==> src/hdl/wpmt_pkg.sv <==
// ----------------------------------------------------------------------------
// wpmt_pkg: shared types and constants
// Action codes, key widths and the probe token passed along the cell chain.
// ----------------------------------------------------------------------------
package wpmt_pkg;

    localparam logic [1:0] ACT_REGISTER = 2'd0;
    localparam logic [1:0] ACT_PROBE    = 2'd1;
    localparam logic [1:0] ACT_CLEAR    = 2'd2;
    localparam logic [1:0] ACT_READ     = 2'd3;

    localparam int unsigned CFG_WILDCARD_WIDE   = 0;
    localparam int unsigned CFG_WILDCARD_NARROW = 1;

    localparam int unsigned RANK_W = 16;

    // Device context searched against the table.
    typedef struct packed {
        logic [1:0]  bus_kind;
        logic [15:0] vendor;
        logic [15:0] device;
        logic [7:0]  dev_class;
        logic [7:0]  subclass;
        logic [7:0]  prog_if;
    } key_t;

    // Stored descriptor.
    typedef struct packed {
        key_t       key;
        logic [7:0] prio;
    } desc_t;

    // Running best match carried from cell to cell.
    typedef struct packed {
        logic              have;
        logic [7:0]        best;
        logic [RANK_W-1:0] rank;
    } best_t;

endpackage

==> src/hdl/wpmt_cell.sv <==
// ----------------------------------------------------------------------------
// wpmt_cell: one descriptor slot of the match chain
// Holds one descriptor and its valid flag; each cycle it compares the probe
// key arriving from its left neighbor and forwards the key and the updated
// best match to its right neighbor.
// ----------------------------------------------------------------------------
module wpmt_cell
    import wpmt_pkg::*;
#(
    parameter int unsigned INDEX = 0
)
(
    input  logic        clk,
    input  logic        rst_n,
    input  logic        clr,
    input  logic        wr_en,
    input  desc_t       wr_desc,
    input  logic [15:0] wc_wide,
    input  logic [7:0]  wc_narrow,
    input  logic        tok_valid_in,
    input  key_t        key_in,
    input  best_t       best_in,
    output logic        tok_valid_out,
    output key_t        key_out,
    output best_t       best_out
);

    logic  used_reg;
    desc_t desc_reg;
    logic  hit;
    logic  wv, wd, wc, ws, wp;
    logic [2:0] spec;
    logic [RANK_W-1:0] rank;
    best_t best_next;

    // Descriptor storage.
    always_ff @(posedge clk or negedge rst_n)
    begin
        if (!rst_n)
        begin
            used_reg <= 1'b0;
        end
        else if (clr)
        begin
            used_reg <= 1'b0;
        end
        else if (wr_en)
        begin
            used_reg <= 1'b1;
        end
    end

    always_ff @(posedge clk)
    begin
        if (wr_en)
        begin
            desc_reg <= wr_desc;
        end
    end

    // Wildcard compare and rank of this slot.
    always_comb
    begin
        wv = (desc_reg.key.vendor == wc_wide);
        wd = (desc_reg.key.device == wc_wide);
        wc = (desc_reg.key.dev_class == wc_narrow);
        ws = (desc_reg.key.subclass == wc_narrow);
        wp = (desc_reg.key.prog_if == wc_narrow);
        hit = used_reg && (desc_reg.key.bus_kind == key_in.bus_kind)
            && (wv || desc_reg.key.vendor == key_in.vendor)
            && (wd || desc_reg.key.device == key_in.device)
            && (wc || desc_reg.key.dev_class == key_in.dev_class)
            && (ws || desc_reg.key.subclass == key_in.subclass)
            && (wp || desc_reg.key.prog_if == key_in.prog_if);
        spec = 3'({2'b0, !wv} + {2'b0, !wd} + {2'b0, !wc} + {2'b0, !ws} + {2'b0, !wp});
        rank = {desc_reg.prio, 5'd0, spec};
        best_next = best_in;
        if (hit && (!best_in.have || rank > best_in.rank))
        begin
            best_next.have = 1'b1;
            best_next.best = 8'(INDEX);
            best_next.rank = rank;
        end
    end

    // Hand the token to the next cell.
    always_ff @(posedge clk or negedge rst_n)
    begin
        if (!rst_n)
        begin
            tok_valid_out <= 1'b0;
        end
        else
        begin
            tok_valid_out <= tok_valid_in;
        end
    end

    always_ff @(posedge clk)
    begin
        key_out  <= key_in;
        best_out <= best_next;
    end

endmodule

==> config.mk <==
export PLATFORM = sky130hd
export DESIGN_NAME = wpmt_cell
export DESIGN_NICKNAME = d
export VERILOG_FILES = /design/src/hdl/wpmt_pkg.sv /design/src/hdl/wpmt_cell.sv
export SDC_FILE = /design/constraint.sdc
export NUM_CORES = 1
export LEC_CHECK = 0
export BUFFER_PORTS_ARGS = -buffer_cell sky130_fd_sc_hd__buf_4
export CAP_MARGIN = 20
export CORE_MARGIN = 3
export CORE_UTILIZATION = 50
export CTS_CLUSTER_SIZE = 14
export DETAILED_ROUTE_END_ITERATION = 10
export HOLD_SLACK_MARGIN = 0.06
export PLACE_DENSITY_LB_ADDON = 0.3
export RECOVER_POWER = 100
export SLEW_MARGIN = 40
export SYNTH_ARGS = -nofsm -noshare
export SYNTH_HDL_FRONTEND = slang
export SYNTH_SLANG_ARGS = --single-unit
==> constraint.sdc <==
create_clock -name clk -period 6.9 [get_ports clk]
set_clock_uncertainty 0.15 [all_clocks]
set_input_delay 0 -clock clk [delete_from_list [all_inputs] [get_ports clk]]
set_output_delay 0 -clock clk [all_outputs]
set_load 0.05 [all_outputs]
==> out/results.ini, run 1 <==
[clocking]
ctsResizeCount = 0
cts.htree.levels = 4
root_buffer = clkbuf_8
cts_hold_buf = 163
cts_buffers = 17
cts_buffer_depth = 2
cts.sinks = 151
postCtsSetupBuffers = 0

[yosys]
synth_top_area_share_pct = 35.55
syn_inst = 380
ys_async_sr_fraction_pct = 1.325
netlist_top_cells_count = xor2_1, dfxtp_1, edfxtp_1
synth_area_sq_um = 5575
synthDistinctLibCells = 33
syn_avg_cell_area_sq_um = 14.67
yosysMostFrequentCell = xor2_1
yosys_warnings = 0
netlist_top_cells_area = edfxtp_1, dfxtp_1, xor2_1
ys_seq_elements = 151
ys.flop_type = dfxtp_1
syn_nets = 572
yosys.area.top_type = edfxtp_1
ys_seq_area_share_pct = 66.25
synth_edf_count = 66

[status]
first-error = [ERROR RSZ-0060] Max buffer count reached.
lastStage = 4_1_cts
status = stopped before the end

[placement]
hpwl_um = 11660
numPortBuffers = 261
gp_congestion = 0.8368

[floorplanning]
ios = 262
die_h_um = 111.6
die_w_um = 111.6
rows = 37
start_util_pct = 52.59

[cells by family after synthesis]
kind of cell / after synthesis / share of synthesized area, %
buf+inv: 15 / 1.167
compound gates: 15 / 2.087
flops: 151 / 66.25
xor+xnor: 114 / 17.91
fa+ha+maj: 14 / 3.411
simple gates: 60 / 6.486
mux: 11 / 2.693
[through the flow]
step | area [sq um] | cells | utilization (%) | worst slack, ns
detailed placement | 7711 | 777 | 72.74 | 2.301
floorplan | 5575 | 380 | - | 2.929
global placement | 7689 | 775 | 72.52 | 2.117
==> inputs of run 2 (changes only) <==
--- a/config.mk
+++ b/config.mk
@@ -8,11 +8,9 @@
 export BUFFER_PORTS_ARGS = -buffer_cell sky130_fd_sc_hd__buf_4
 export CAP_MARGIN = 20
 export CORE_MARGIN = 3
-export CORE_UTILIZATION = 50
-export CTS_CLUSTER_SIZE = 14
+export CORE_UTILIZATION = 35
 export DETAILED_ROUTE_END_ITERATION = 10
-export HOLD_SLACK_MARGIN = 0.06
-export PLACE_DENSITY_LB_ADDON = 0.3
+export PLACE_DENSITY_LB_ADDON = 0.15
 export RECOVER_POWER = 100
 export SLEW_MARGIN = 40
 export SYNTH_ARGS = -nofsm -noshare
==> out/results.ini, run 2 <==
[pwr]
cellLeakagePower_uw = 0.003883
power_uw = 2391
ir_worst_vdd_mv = 0.2002
powerDensity_nw_per_um2 = 251.8

[global_routing]
antenna_found_initial = 0
grt_max_degree = 44
grt_pass1_vias = 5116
grt_overflow = 0
grt_pass1_wl_um = 26100
grt_use_total_pct = 19.16

[worst_hold_path]
whs_path_depth = 2
hp-class = primary input to register
hp-start = tok_valid_in
hold_end = tok_valid_out

[timing]
setup_slack_ns = 1.299
fmax_mhz = 178.5
slew-limit-headroom_pct = -66.23
holdWs_ns = 0.1074
fin_tns_setup_ns = 0
rsz0062_at_grt = no
finalCritPeriodShare_pct = 81.17
min_period_ns = 5.601
finalSetupViolCount = 0
worstMarginPinSlew_ns = 2.493
hold_violations = 0
maxSlewViolCount = 44

[floorplanning]
die_w_um = 132.2  ; +18%
die_h_um = 132.2  ; +18%
core_area_sq_um = 15370
start_util_pct = 36.27  ; -16 points
rows = 45  ; +22%
die-area_sq_um = 17480
ios = 262  ; unchanged

[clocking]
clkSlewWorstSetupHoldPaths_ns = 0.07
cts_buffer_depth = 2  ; unchanged
root_buffer = clkbuf_16
cts.sinks = 151  ; unchanged
cts.htree.levels = 4  ; unchanged
cts_buffers = 17  ; unchanged
postCtsSetupBuffers = 0  ; unchanged
clk-insertion-delay-late_ns = 0.42
cts_hold_buf = 160  ; -1.8%
ctsResizeCount = 0  ; unchanged
cts_tree = done

[yosys]
synthDistinctLibCells = 33  ; unchanged
syn_nets = 572  ; unchanged
syn_inst = 380  ; unchanged
yosys.area.top_type = edfxtp_1
syn_avg_cell_area_sq_um = 14.67  ; unchanged
ys_async_sr_fraction_pct = 1.325  ; unchanged
netlist_top_cells_count = xor2_1, dfxtp_1, edfxtp_1
yosysMostFrequentCell = xor2_1
synth_area_sq_um = 5575  ; unchanged
yosys_warnings = 0  ; unchanged
ys.flop_type = dfxtp_1
synth_edf_count = 66  ; unchanged
ys_seq_elements = 151  ; unchanged
netlist_top_cells_area = edfxtp_1, dfxtp_1, xor2_1
synth_top_area_share_pct = 35.55  ; unchanged
ys_seq_area_share_pct = 66.25  ; unchanged

[run]
cap_violations = 1

[worst_setup_path]
cp_slowest_cell = a211oi_1
cp.required_ns = 7.05
path_buf_inv = 2
r2r_end = best_out[20]
rrSetupSlack_ns = 1.30
worst_path_dominant_cell_family = adder cells
crit_path_end_kind = register
setup.worst_path.start = desc_reg[33]
cpPeakStageDelay_ns = 0.96
reg2reg_depth = 15
worstReg2RegStart = desc_reg[33]
start_kind = register
crit_type = register to register
worstPathCellList = xor2_1 > nor4_1 > nand4_1 > fa_1 > fa_1 > ha_1 > ha_1 > nor2b_1 > o21ai_0 > a21oi_1 > o31ai_1 > a211oi_1 > clkbuf_1 > nor2b_1 > dlygate4sd3_1
crit_path_max_fanout = 12
cp.arrival_ns = 5.75

[status]
status = complete, but fails checks
violations = max-capacitance violations, max-slew violations

[routing]
drc_errors = 0
vias = 4544
ant_nets = 0
drt-wirelength-per-cell_um = 15.98
wirelength_um = 16700
avgViaCountPerCell = 4.348
first_pass_iters = 4
dr.first_iter.drc_count = 137

[layout]
final_nets = 1013
final_cell_mix = dlygate4sd3_1, clkbuf_1, xor2_1, dfxtp_1, clkbuf_4
antenna_cells = 0
largest_reg_flops = 66
layout_commonest_cell = dlygate4sd3_1
drive_gt1_share_pct = 19.66
final_area_sq_um = 9495
area_delta_synth_final_pct = 70.31

[placement]
numPortBuffers = 261  ; unchanged
place_ws_ns = 2.152  ; -0.1485 ns
place_area_sq_um = 7821  ; +1.4%
hpwl_um = 12040  ; +3.3%
gp_congestion = 0.7539  ; -9.9%

==> run 2: worst max path at each step <==
stage / cells after the start / endpoint
2_1_floorplan: 14 / best_out[10]
3_3_place_gp: 13 / best_out[1]
3_5_place_dp: 15 / best_out[8]
4_1_cts: 15 / best_out[16]
5_1_grt: 15 / best_out[20]
6_report: 15 / best_out[20]
==> run 2: logic make-up (layout without fill, tap and decap cells) <==
kind of cell / count (synthesis) / in the layout / share of synthesized area (%)
AO/OA/AOI/OAI: 15 / 15 / 2.087
multiplexers: 11 / 11 / 2.693
buffers and inverters: 15 / 469 / 1.167
XOR/XNOR: 114 / 114 / 17.91
flip-flops: 151 / 151 / 66.25
AND/OR/NAND/NOR: 60 / 60 / 6.486
adder cells (fa/ha/maj): 14 / 14 / 3.411
==> run 2: final cells by class <==
cell class / count / area (sq um)
fillers: 1305 / 5876
multi-input cells: 214 / 1789
flip-flops and latches: 151 / 3694
repair buffers: 424 / 3065
well taps: 211 / 264.0
clock inverters: 14 / 195.2
inverters: 13 / 48.80
clock buffers: 18 / 439.2
==> run 2: power breakdown <==
| part | switching, uW | leakage, uW | total, uW | internal (uW) |
|---|---|---|---|---|
| Sequential | 33.3 | 0.00137 | 1030 | 997 |
| Clock | 375 | 0.000298 | 993 | 618 |
| Combinational | 200 | 0.00222 | 368 | 167 |
| Total | 608 | 0.00388 | 2390 | 1780 |
==> run 2: stage by stage <==
| step | util, % | cells |
|---|---|---|
| floorplan | - | 380 |
| global placement | 50.63 | 850 |
| detailed placement | 50.88 | 853 |
| CTS | 65.43 | 1045 |
| global route | 61.77 | 1045 |
| finish | 61.77 | 1045 |
==> run 2: worst register-to-register path, cell delays in order, from the launching register on <==
cell and delay, ns:
edfxtp_1 0.42, xor2_1 0.16, nor4_1 0.43, nand4_1 0.28, fa_1 0.55, fa_1 0.38
ha_1 0.29, ha_1 0.29, nor2b_1 0.12, o21ai_0 0.08, a21oi_1 0.15, o31ai_1 0.08
a211oi_1 0.96, clkbuf_1 0.48, nor2b_1 0.11, dlygate4sd3_1 0.57
==> run 2: routing by layer <==
layer	part of all wire, %	global-route usage (%)
met2	52	34.61
met4	2.1	6.640
met5	0	0
met1	40	21.45
met3	6.3	5.802
Note: power is estimated with default switching activity, not from simulation.
==> inputs of run 3 (changes only) <==
==> constraint.sdc (replaced) <==
create_clock -name clk -period 5.1 [get_ports clk]
set_clock_uncertainty 0.15 [all_clocks]
set_input_delay 0 -clock clk [delete_from_list [all_inputs] [get_ports clk]]
set_output_delay 0 -clock clk [all_outputs]
set_load 0.05 [all_outputs]
==> out/results.ini, run 3 (synthesis results as in run 2) <==
[status]
status = complete, but fails checks
violations = max-capacitance violations, max-slew violations

[timing]
rsz0062_at_grt = no
finalCritPeriodShare_pct = 93.06  ; +12 points
worstMarginPinSlew_ns = 2.368  ; -0.1258 ns
hold_violations = 0  ; unchanged
fin_tns_setup_ns = 0  ; unchanged
fmax_mhz = 210.7  ; +18%
slew-limit-headroom_pct = -57.84  ; +8.4 points
min_period_ns = 4.746  ; -0.8547 ns
maxSlewViolCount = 43  ; -2.3%
finalSetupViolCount = 0  ; unchanged
holdWs_ns = 0.1059  ; -0.001509 ns

[pwr]
p_int_uw = 2399  ; +35%
switching_share_pct = 25.37  ; -0.068 points
cellLeakagePower_uw = 0.003849  ; -0.88%
power_frac_seq_pct = 43.4  ; +0.3 points
p_comb_share_pct = 15.4  ; about the same
clkPwrFrac_pct = 41.2  ; -0.3 points
power_uw = 3214  ; +34%
p_switching_uw = 815.6  ; +34%
powerDensity_nw_per_um2 = 340.6  ; +35%
ir_worst_vdd_mv = 0.2513  ; +26%

[worst_setup_path]
cp.arrival_ns = 4.96  ; -0.79 ns
r2r_end = best_out[23]
path_buf_inv = 2  ; unchanged
rrSetupSlack_ns = 0.35  ; -0.95 ns
worst_path_dominant_cell_family = adder cells
crit_type = register to register
crit_path_end_kind = register
cp.required_ns = 5.32  ; -1.73 ns
worstReg2RegStart = desc_reg[34]
start_kind = register
cp_slowest_cell = fa_1
worstPathCellList = xor2_1 > nor4_1 > nand4_1 > fa_1 > fa_1 > ha_1 > ha_1 > nor2b_1 > o21ai_0 > a21oi_1 > o31ai_1 > a211oi_4 > buf_4 > nor2b_1 > dlygate4sd3_1
reg2reg_depth = 15  ; unchanged
cpPeakStageDelay_ns = 0.54  ; -0.42 ns
crit_path_max_fanout = 10  ; -2

[floorplanning]
die_h_um = 132.2  ; unchanged
ios = 262  ; unchanged
die-area_sq_um = 17480  ; unchanged
rows = 45  ; unchanged
core_area_sq_um = 15370  ; unchanged
start_util_pct = 36.27  ; unchanged
die_w_um = 132.2  ; unchanged

[worst_hold_path]
hp-start = key_in[0]
hp-class = primary input to register
whs_path_depth = 2  ; unchanged
hold_end = key_out[0]

[layout]
final_core_util_pct = 61.39  ; -0.38 points
largest_reg_flops = 66  ; unchanged
drive_gt1_share_pct = 18.77  ; -0.89 points
layout_commonest_cell = dlygate4sd3_1
final_area_sq_um = 9437  ; -0.62%
antenna_cells = 0  ; unchanged
final_cell_mix = dlygate4sd3_1, clkbuf_1, xor2_1, dfxtp_1, clkbuf_4
final_nets = 1010  ; -0.30%
area_delta_synth_final_pct = 69.25

[clocking]
cts.sinks = 151  ; unchanged
clkSlewWorstSetupHoldPaths_ns = 0.06  ; about the same
clk-insertion-delay-late_ns = 0.43  ; about the same
cts_buffers = 17  ; unchanged
cts_buffer_depth = 2  ; unchanged
cts.htree.levels = 4  ; unchanged
cts_tree = done
root_buffer = clkbuf_16

[routing]
dr.first_iter.drc_count = 166  ; +21%
drt-wirelength-per-cell_um = 16.40  ; +2.6%
first_pass_iters = 5  ; +1
drc_errors = 0  ; unchanged
vias = 4550  ; +0.13%
wirelength_um = 17090  ; +2.4%
ant_nets = 0  ; unchanged
avgViaCountPerCell = 4.367  ; +0.42%

[global_routing]
grt_use_total_pct = 19.95  ; +0.80 points
antenna_found_initial = 0  ; unchanged
grt_max_degree = 43  ; -2.3%
grt_pass1_vias = 5136  ; +0.39%
grt_pass1_wl_um = 26940  ; +3.2%
grt_overflow = 0  ; unchanged

[run]
cap_violations = 2  ; +1

[placement]
place_area_sq_um = 7818  ; about the same
hpwl_um = 12100  ; +0.47%
numPortBuffers = 261  ; unchanged
gp_congestion = 0.7694  ; +2.1%

==> run 3: final cells by class <==
cell class,count,area [sq um]
clock buffers,22,485.5
well taps,211,264.0
inverters,13,48.80
fillers,1328,5934
multi-input cells,214,1790
flip-flops and latches,151,3694
clock inverters,10,140.1
repair buffers,421,3014
==> run 3: timing repair <==
item,CTS,global route
setup buffers,0,1
resized for setup,0,0
endpoints found under the hold margin,178,0
hold buffers,156,0
setup endpoints to repair,0,2
==> run 3: through the flow <==
step	std cells	setup WS (ns)
2_1_floorplan	380	1.129
3_3_place_gp	852	0.5667
3_5_place_dp	853	0.4280
4_1_cts	1041	0.1590
5_1_grt	1042	0.08303
6_report	1042	0.3539
==> run 3: how the worst max path moves through the flow <==
stage / from / endpoint / slack (ns) / cells past startpoint
final: desc_reg[34] / best_out[23] / 0.35 / 15
after floorplan: desc_reg[34] / best_out[10] / 1.13 / 14
after CTS: desc_reg[34] / best_out[23] / 0.16 / 15
after detailed placement: desc_reg[34] / best_out[2] / 0.43 / 14
after global placement: desc_reg[34] / best_out[0] / 0.57 / 14
after global routing: desc_reg[34] / best_out[23] / 0.08 / 15
==> run 3: per-layer routing <==
layer	up-vias	GRT usage, %	wire [um]
met5	-	0	0
met4	0	7.275	334
met3	26	6.221	1137
met2	180	35.63	8869
met1	2135	22.43	6750
li1	2209	-	-
==> run 3: worst reg2reg max path: cells and delay by family (launching register included) <==
kind / cells / cell delay [ns]
simple gates: 4 / 0.91
compound gates: 4 / 0.74
flops: 1 / 0.41
fa+ha+maj: 4 / 1.51
xor+xnor: 1 / 0.22
buf+inv: 2 / 0.74
==> run 3: power groups by stage <==
stage	clock network (uW)	logic (uW)	registers [uW]
2_1_floorplan	0	104	1540
3_3_place_gp	0	446	1420
3_5_place_dp	0	454	1420
4_1_cts	1350	553	1390
5_1_grt	1410	534	1400
6_report	1320	496	1390
==> inputs of run 4 (changes only) <==
--- a/config.mk
+++ b/config.mk
@@ -5,11 +5,12 @@
 export SDC_FILE = /design/constraint.sdc
 export NUM_CORES = 1
 export LEC_CHECK = 0
-export BUFFER_PORTS_ARGS = -buffer_cell sky130_fd_sc_hd__buf_4
+export BUFFER_PORTS_ARGS = -buffer_cell sky130_fd_sc_hd__clkbuf_2
 export CAP_MARGIN = 20
 export CORE_MARGIN = 3
 export CORE_UTILIZATION = 35
 export DETAILED_ROUTE_END_ITERATION = 10
+export HOLD_SLACK_MARGIN = 0.03
 export PLACE_DENSITY_LB_ADDON = 0.15
 export RECOVER_POWER = 100
 export SLEW_MARGIN = 40
==> out/results.ini, run 4 (synthesis results as in run 2) <==
[timing]
worstMarginPinSlew_ns = 3.846  ; +1.478 ns
finalCritPeriodShare_pct = 93.27  ; +0.21 points
slew-limit-headroom_pct = -156.4  ; -99 points
fin_tns_setup_ns = 0  ; unchanged
finalSetupViolCount = 0  ; unchanged
fmax_mhz = 210.2  ; -0.22%
min_period_ns = 4.757  ; +0.01047 ns
hold_violations = 0  ; unchanged
rsz0062_at_grt = no
maxSlewViolCount = 68  ; +58%
holdWs_ns = 0.1150  ; +0.009163 ns

[clocking]
clk-insertion-delay-late_ns = 0.42  ; about the same
postCtsSetupBuffers = 0  ; unchanged
clkSlewWorstSetupHoldPaths_ns = 0.06  ; about the same
cts_tree = done
root_buffer = clkbuf_16
cts_buffer_depth = 2  ; unchanged
cts_buffers = 17  ; unchanged
cts.htree.levels = 4  ; unchanged
cts.sinks = 151  ; unchanged

[routing]
drc_errors = 0  ; unchanged
ant_nets = 0  ; unchanged
top_layer = met4
wl_met2_um = 8528  ; -3.8%
wl_met3_um = 958  ; -16%
wirelength_um = 16660  ; -2.5%
vias = 4594  ; +0.97%
avgViaCountPerCell = 4.375  ; +0.20%
dr.first_iter.drc_count = 201  ; +21%
drt-wirelength-per-cell_um = 15.87  ; -3.2%
met1_length_um = 6831  ; +1.2%
first_pass_iters = 4  ; -1

[pwr]
power_uw = 3172  ; -1.3%
ir_worst_vdd_mv = 0.2119  ; -16%
cellLeakagePower_uw = 0.003818  ; -0.81%
powerDensity_nw_per_um2 = 344.2  ; +1.0%

[worst_setup_path]
cpPeakStageDelay_ns = 0.56  ; +0.02 ns
crit_type = register to register
path_buf_inv = 2  ; unchanged
crit_path_end_kind = register
cp.arrival_ns = 4.96  ; about the same
cp_slowest_cell = dlygate4sd3_1
crit_path_max_fanout = 24  ; +14
cp.required_ns = 5.30  ; -0.02 ns
worst_path_dominant_cell_family = adder cells
worstPathCellList = xor2_1 > nor4_1 > nand4_1 > fa_1 > fa_1 > ha_1 > ha_1 > nor2b_1 > o21ai_0 > a21oi_1 > o31ai_1 > a211oi_4 > buf_4 > nor2b_1 > dlygate4sd3_1
start_kind = register

[placement]
hpwl_um = 11510  ; -4.9%
place_area_sq_um = 7144  ; -8.6%
numPortBuffers = 261  ; unchanged
gp_congestion = 0.7640  ; -0.70%

[floorplanning]
rows = 45  ; unchanged
die_h_um = 132.2  ; unchanged
core_area_sq_um = 15370  ; unchanged
die_w_um = 132.2  ; unchanged
die-area_sq_um = 17480  ; unchanged
ios = 262  ; unchanged
start_util_pct = 36.27  ; unchanged

[run]
cap_violations = 1  ; -1

[layout]
largest_reg_flops = 66  ; unchanged
final_cell_mix = dlygate4sd3_1, clkbuf_1, clkbuf_2, xor2_1, dfxtp_1
antenna_cells = 0  ; unchanged
final_nets = 1018  ; +0.79%
area_delta_synth_final_pct = 65.31
layout_commonest_cell = dlygate4sd3_1
drive_gt1_share_pct = 18.36  ; -0.42 points
final_area_sq_um = 9216  ; -2.3%

[global_routing]
grt_use_total_pct = 19.19  ; -0.76 points
grt_pass1_wl_um = 26050  ; -3.3%
grt_max_degree = 68  ; +58%
grt_pass1_vias = 5096  ; -0.78%
antenna_found_initial = 0  ; unchanged
grt_overflow = 0  ; unchanged

[status]
status = complete, but fails checks
violations = max-capacitance violations, max-slew violations

[worst_hold_path]
hp-class = primary input to register

-- run 4: changes by cell type in the layout (fill, tap and decap cells not counted), moves of 2 or more --
cell           delta
clkbuf_2        +114
clkbuf_4         -71
buf_4            -50
dlygate4sd3_1    +10
clkinv_2          +3
clkinvlp_4        -2
-- run 4: worst paths after layout --
kind | startpoint | end | slack (ns) | depth (start not counted)
hold / removal | key_in[0] | key_out[0] | 0.12 | 2
min in group asynchronous | rst_n | tok_valid_out | 0.31 | 3
setup / recovery | desc_reg[34] | best_out[7] | 0.34 | 15
hold reg to reg | desc_reg[0] | best_out[8] | 0.35 | 1
max in group asynchronous | rst_n | used_reg | 4.35 | 3
setup reg to reg | desc_reg[34] | best_out[7] | 0.34 | 15
-- run 4: through the flow --
stage          std cells  util [%]  setup WS, ns
6_report            1050     59.96        0.3434
5_1_grt             1050     59.96        0.1021
4_1_cts             1050     61.28        0.2861
3_5_place_dp         852     46.48        0.5739
3_3_place_gp         852     46.48        0.7120
2_1_floorplan        380         -         1.129
-- run 4: final cells by class --
| class | instances | area [sq um] |
|---|---|---|
| Timing Repair Buffer | 429 | 2796 |
| Fill cell | 1307 | 6155 |
| Clock buffer | 20 | 466.7 |
| Sequential cell | 151 | 3694 |
| Inverter | 13 | 48.80 |
| Multi-Input combinational cell | 214 | 1800 |
| Tap cell | 211 | 264.0 |
| Clock inverter | 12 | 146.4 |
-- run 4: repair_timing --
action | in CTS | in global routing
resized for setup | 0 | 1
endpoints found under the setup margin | 0 | 4
hold buffers | 166 | 0
endpoints found under the hold margin | 153 | 0
-- run 4: power breakdown --
group | internal, uW | switching [uW] | total, uW
Sequential | 1350 | 44.3 | 1400
Combinational | 204 | 273 | 477
Clock | 808 | 491 | 1300
-- run 4: routing by layer --
| metal | vias up | global-route usage (%) |
|---|---|---|
| li1 | 2223 | - |
| met1 | 2167 | 22.18 |
| met2 | 175 | 33.87 |
| met3 | 29 | 5.725 |
| met4 | 0 | 6.755 |
| met5 | - | 0 |
